===== src/design/edist_pkg.sv =====
`timescale 1ns / 1ps
// ----------------------------------------------------------------------------
// edist_pkg
// Shared constants, codes and control types of the edit distance engine.
// ----------------------------------------------------------------------------
package edist_pkg;

    localparam int MAX_LEN   = 256;
    localparam int ADDR_W    = (MAX_LEN > 1) ? $clog2(MAX_LEN) : 1;
    localparam int LEN_W     = $clog2(MAX_LEN + 1);
    localparam int ROW_DEPTH = MAX_LEN + 1;
    localparam int DIST_W    = 9;
    localparam int FRAC_W    = 16;
    localparam int SIM_W     = 17;
    localparam int NUM_W     = LEN_W + FRAC_W;
    localparam int DCNT_W    = $clog2(NUM_W + 1);

    typedef enum logic [1:0] {
        KIND_APPEND_A = 2'd0,
        KIND_APPEND_B = 2'd1,
        KIND_COMPUTE  = 2'd2
    } kind_t;

    typedef enum logic [1:0] {
        STATUS_OK       = 2'd0,
        STATUS_EMPTY    = 2'd1,
        STATUS_OVERFLOW = 2'd2
    } status_t;

    typedef enum logic [2:0] {
        ST_IDLE,
        ST_INIT,
        ST_ROW_RD,
        ST_ROW_SET,
        ST_CELL_RD,
        ST_CELL_WR,
        ST_DIV,
        ST_FINISH
    } state_t;

    typedef struct packed {
        logic load_a;
        logic load_b;
        logic init_start;
        logic init_step;
        logic row_rd;
        logic row_set;
        logic cell_rd;
        logic cell_wr;
        logic div_start;
        logic div_step;
        logic emit;
    } ctrl_cmd_t;

    typedef struct packed {
        logic bad;        // overflow seen or a string empty
        logic j_last;     // column index has reached length_b
        logic i_last;     // row index has reached length_a
        logic div_last;   // final divider step
    } ctrl_sts_t;

endpackage


===== src/design/edist_ctrl.sv =====
`timescale 1ns / 1ps
// ----------------------------------------------------------------------------
// edist_ctrl
// Sequencer: decodes input beats and steps the datapath through row
// initialization, the cell recurrence and the similarity divide.
// ----------------------------------------------------------------------------
module edist_ctrl (
    input  logic                  clk,
    input  logic                  rst_n,
    input  logic                  start,
    input  logic [1:0]            kind,
    input  edist_pkg::ctrl_sts_t  sts,
    output edist_pkg::ctrl_cmd_t  cmd,
    output logic                  busy
);

    edist_pkg::state_t state_reg;
    edist_pkg::state_t state_next;

    always_ff @(posedge clk or negedge rst_n)
    begin
        if (!rst_n)
        begin
            state_reg <= edist_pkg::ST_IDLE;
        end
        else
        begin
            state_reg <= state_next;
        end
    end

    always_comb
    begin
        state_next = state_reg;
        cmd        = '0;
        case (state_reg)
            edist_pkg::ST_IDLE:
            begin
                if (start)
                begin
                    case (kind)
                        edist_pkg::KIND_APPEND_A: cmd.load_a = 1'b1;
                        edist_pkg::KIND_APPEND_B: cmd.load_b = 1'b1;
                        edist_pkg::KIND_COMPUTE:
                        begin
                            if (sts.bad)
                            begin
                                cmd.emit = 1'b1;
                            end
                            else
                            begin
                                cmd.init_start = 1'b1;
                                state_next     = edist_pkg::ST_INIT;
                            end
                        end
                        default: ;
                    endcase
                end
            end
            edist_pkg::ST_INIT:
            begin
                cmd.init_step = 1'b1;
                if (sts.j_last)
                begin
                    state_next = edist_pkg::ST_ROW_RD;
                end
            end
            edist_pkg::ST_ROW_RD:
            begin
                cmd.row_rd = 1'b1;
                state_next = edist_pkg::ST_ROW_SET;
            end
            edist_pkg::ST_ROW_SET:
            begin
                cmd.row_set = 1'b1;
                state_next  = edist_pkg::ST_CELL_RD;
            end
            edist_pkg::ST_CELL_RD:
            begin
                cmd.cell_rd = 1'b1;
                state_next  = edist_pkg::ST_CELL_WR;
            end
            edist_pkg::ST_CELL_WR:
            begin
                cmd.cell_wr = 1'b1;
                if (!sts.j_last)
                begin
                    state_next = edist_pkg::ST_CELL_RD;
                end
                else if (!sts.i_last)
                begin
                    state_next = edist_pkg::ST_ROW_RD;
                end
                else
                begin
                    state_next = edist_pkg::ST_DIV;
                end
            end
            edist_pkg::ST_DIV:
            begin
                cmd.div_step = 1'b1;
                if (sts.div_last)
                begin
                    state_next = edist_pkg::ST_FINISH;
                end
            end
            edist_pkg::ST_FINISH:
            begin
                cmd.emit   = 1'b1;
                state_next = edist_pkg::ST_IDLE;
            end
            default:
            begin
                state_next = edist_pkg::ST_IDLE;
            end
        endcase
        // The divider is loaded while the last cell is written back.
        cmd.div_start = (state_reg == edist_pkg::ST_CELL_WR) && sts.j_last && sts.i_last;
    end

    assign busy = (state_reg != edist_pkg::ST_IDLE);

endmodule


===== config.mk =====
export PLATFORM = sky130hd
export DESIGN_NAME = edist_ctrl
export DESIGN_NICKNAME = d
export VERILOG_FILES = /design/src/design/edist_pkg.sv /design/src/design/edist_ctrl.sv
export SDC_FILE = /design/constraint.sdc
export NUM_CORES = 1
export LEC_CHECK = 0
export BUFFER_PORTS_ARGS = -buffer_cell sky130_fd_sc_hd__buf_2
export CAP_MARGIN = 20
export CORE_AREA = 2 2 39 41
export CTS_BUF_LIST = sky130_fd_sc_hd__clkbuf_2
export DETAILED_ROUTE_END_ITERATION = 6
export DIE_AREA = 0 0 41 43
export SLEW_MARGIN = 25
export SYNTH_ARGS = -nofsm -noshare
export SYNTH_HDL_FRONTEND = slang
export SYNTH_SLANG_ARGS = --single-unit

===== constraint.sdc =====
create_clock -name clk -period 3.8 [get_ports clk]
set_clock_uncertainty 0.1 [all_clocks]
set_input_delay 0.95 -clock clk [delete_from_list [all_inputs] [get_ports clk]]
set_output_delay 0.95 -clock clk [all_outputs]
set_load 0.05 [all_outputs]

After elaboration in Yosys (flattened, before gate mapping)
Cells that the tools add are included.
Widths: inputs -> output; s select.

cells by class
  equal/unequal tests = 14
  muxes and demuxes = 24
  reduce and logical (&&, ||, !) cells = 6

operators with widths
  kind                number
  $mux 3              9
  $pmux 3 s8          1
  $mux 1              13
  $eq 3x3->1 const B  4
  $ne 2x2->1 const B  4
  $eq 3x2->1 const B  2
  $reduce_and 5->1    1
  $eq 3x1->1 const B  1
  $logic_not 3->1     1
  $reduce_bool 3->1   1
  $eq 2x1->1 const B  1
  $eq 2x2->1 const B  1
  $logic_and 1x1->1   2
  $logic_not 2->1     1
  $ne 2x1->1 const B  1
  $pmux 1 s2          1

word-level totals
  register bits after elaboration = 3
  output and inout bits = 12
  word-level logic and storage cells = 45

Logic depth before layout (Yosys ltp)
  depth in word-level cells = 4
  mapped depth = 4
  mapped depth without buffers = 3

Least setup slack after synthesis
OpenSTA, ideal clock, no wires.

  kind = input port to output port
  start point = input port kind[0]
  end point = output port cmd[8] (netlist name)
  arrival = 2.321 ns
  data required time = 2.750 ns
  slack = 0.429 ns
  stages = 3
  path buffers = 0
  path through = nor2_1 > nand3_1 > nor3b_1

RTL lines
  what         line              source
  from (decl)  edist_ctrl.sv:11  input logic [1:0] kind,
  to (decl)    edist_ctrl.sv:13  output edist_pkg::ctrl_cmd_t cmd,

==> reports/metrics.cfg <==
[logic_synthesis]
syn_area_per_cell_sq_um=7.47
yosysSeqAreaShare_pct=28.7
synth_cell_type_count=19
synth_warnings=0
syn-num-nets=44
synth_edf_count=0
synth_area_sq_um=262
ys_dominant_reg_cell=dfrtp_1
synthCells=35
synth_seq_cells=3
synth-async-reset-ratio_pct=100

[global_route]
grt.busiest_layer=met2
gr-total-overflow=0
grt_pass1_wl_microns=1120
grt.met3_usage_pct=0
grtUsageMet1_pct=9.68
grt_start_max_net_pins=13
grt.met2_usage_pct=15.3
grt_usage_pct=9.75
grt_pass1_vias=295
antenna_found_initial=0

[drt]
detail-route-antenna-nets=0
wire_per_inst_microns=9.88
drt-total-wl_microns=721
vias=319
vias_per_cell=4.37
first_pass_iters=4
drcViolationCount=0
drt_iter0_drc=4

[status]
status=complete, no violations

[timing]
max_slew_margin_pct=79.6
min_period_ps=2820
setup_violations=0
drv_slew=0
fmax_mhz=355
holdWs_ps=429
fin_setup_tns_ps=0
rsz0062_at_grt=false
finalHoldViolCount=0
worst_pin_slew_ps=306
finalCritPeriodShare_pct=74.2

[floorplan]
fp.dieW_microns=41
die-area_sq_um=1760
core_sq_um=1380
io_pins=21
die_y_microns=43
rows=14
start_util_pct=18.9

[cells_and_area]
largest_reg_flops=3
area_growth_pct=49.8
stdcell_area_sq_um=392
layout.nets=67
drive_gt1_share_pct=47.4
insertedDiodeCount=0

[cts]
cts_root_buffer=clkbuf_2
post_cts_buffers=0
cts.sinks=3
cts_tree=yes
cts_resized=0
htree_num_levels=1
clk_latency_ps=210
cts_made_buffers=3
clk_pin_slew_ps=40
ctsHoldBuffers=0
cts_max_path_buffers=2

[power]
peakVddDrop_uv=351
leakage_nw=0.225
powerDensity_nw_per_um2=935

[placed_design]
hpwlAfterDp_microns=558
place_area_sq_um=372
globalplace.congestion=0.688
portBuffers=20

[job]
maxCapViolCount=0

[worst_setup_path]
start_kind=primary input
required_ps=2750
arrival_ps=1770
crit_type=primary input to output pin
cp-end-kind=output pin
crit_fanout=3

[worst_hold_path]
worstHoldPathType=primary input to async pin

==> through the flow <==
| step | power [mW] | util, % | instances | worst slack [ps] |
|---|---|---|---|---|
| after floorplan | 0.278 | - | 35 | 429 |
| after global placement | 0.322 | 26.9 | 69 | 1020 |
| after detailed placement | 0.324 | 26.9 | 69 | 990 |
| after CTS | 0.372 | 28.3 | 73 | 983 |
| after global routing | 0.393 | 28.3 | 73 | 885 |
| final | 0.366 | 28.3 | 73 | 982 |
==> cell type report <==
type / count / area, sq um
inverters: 1 / 3.75
fillers: 151 / 992
multi-input cells: 29 / 173
well taps: 16 / 20.0
repair buffers: 20 / 100
flip-flops and latches: 3 / 75.1
clock buffers: 4 / 20.0
==> cell usage after synthesis (all sizes together), types with 2 or more instances <==
| cell | number | area, sq um |
|---|---|---|
| and3 | 2 | 12.5 |
| dfrtp | 3 | 75.1 |
| nand2 | 3 | 11.3 |
| nand3 | 2 | 10.0 |
| nor2 | 5 | 18.8 |
| nor2b | 2 | 12.5 |
| nor3 | 2 | 10.0 |
| nor3b | 2 | 20.0 |
| o21ai | 5 | 25.0 |
==> worst paths after layout <==
| check | startpoint | to | slack, ps | depth (start not counted) |
|---|---|---|---|---|
| max in group asynchronous | rst_n | state_reg[2] | 3070 | 1 |
| worst max register to register | state_reg[1] | state_reg[0] | 2450 | 2 |
| worst min register to register | state_reg[2] | state_reg[2] | 510 | 1 |
| worst min-delay path | rst_n | state_reg[0] | 430 | 1 |
| min in group clk | state_reg[2] | state_reg[2] | 510 | 1 |
| worst max-delay path | kind[0] | cmd[8] | 980 | 5 |
==> per-layer routing <==
metal | vias to the layer above | wire [microns]
met5 | - | 0
met4 | 0 | 0
met2 | 14 | 372
li1 | 166 | -
met1 | 139 | 278
met3 | 0 | 70
==> cells in the final DEF, fill, tap and decap left out <==
cell and n:
nor3b_2 1, a21o_2 1, nor3_1 2, nand2b_1 1
nand3_1 2, dfrtp_1 3, nor3b_1 1, and2_1 1
and3_1 2, inv_1 1, and4b_1 1, o21ai_0 5
nor2_1 5, nor2b_1 2, nand2_1 3, buf_2 20
clkbuf_2 4, o211a_1 1, or3_4 1
==> cell families after synthesis <==
logic type      Yosys count  synth area share (%)
flops                     3                  28.7
compound gates            7                  16.7
buf+inv                   3                  5.26
simple gates             22                  49.3
==> power breakdown <==
group	switching, mW	internal [mW]	leakage (nW)
clock	0.0173	0.0278	0.0166
combinational	0.169	0.0704	0.171
sequential	0.0343	0.0474	0.0372
==> critical path: stages <==
cell and delay [ps]:
buf_2 110, nor2_1 120, nand3_1 130, nor3b_1 180, buf_2 290
No activity file was read; power rests on OpenSTA's default activity.
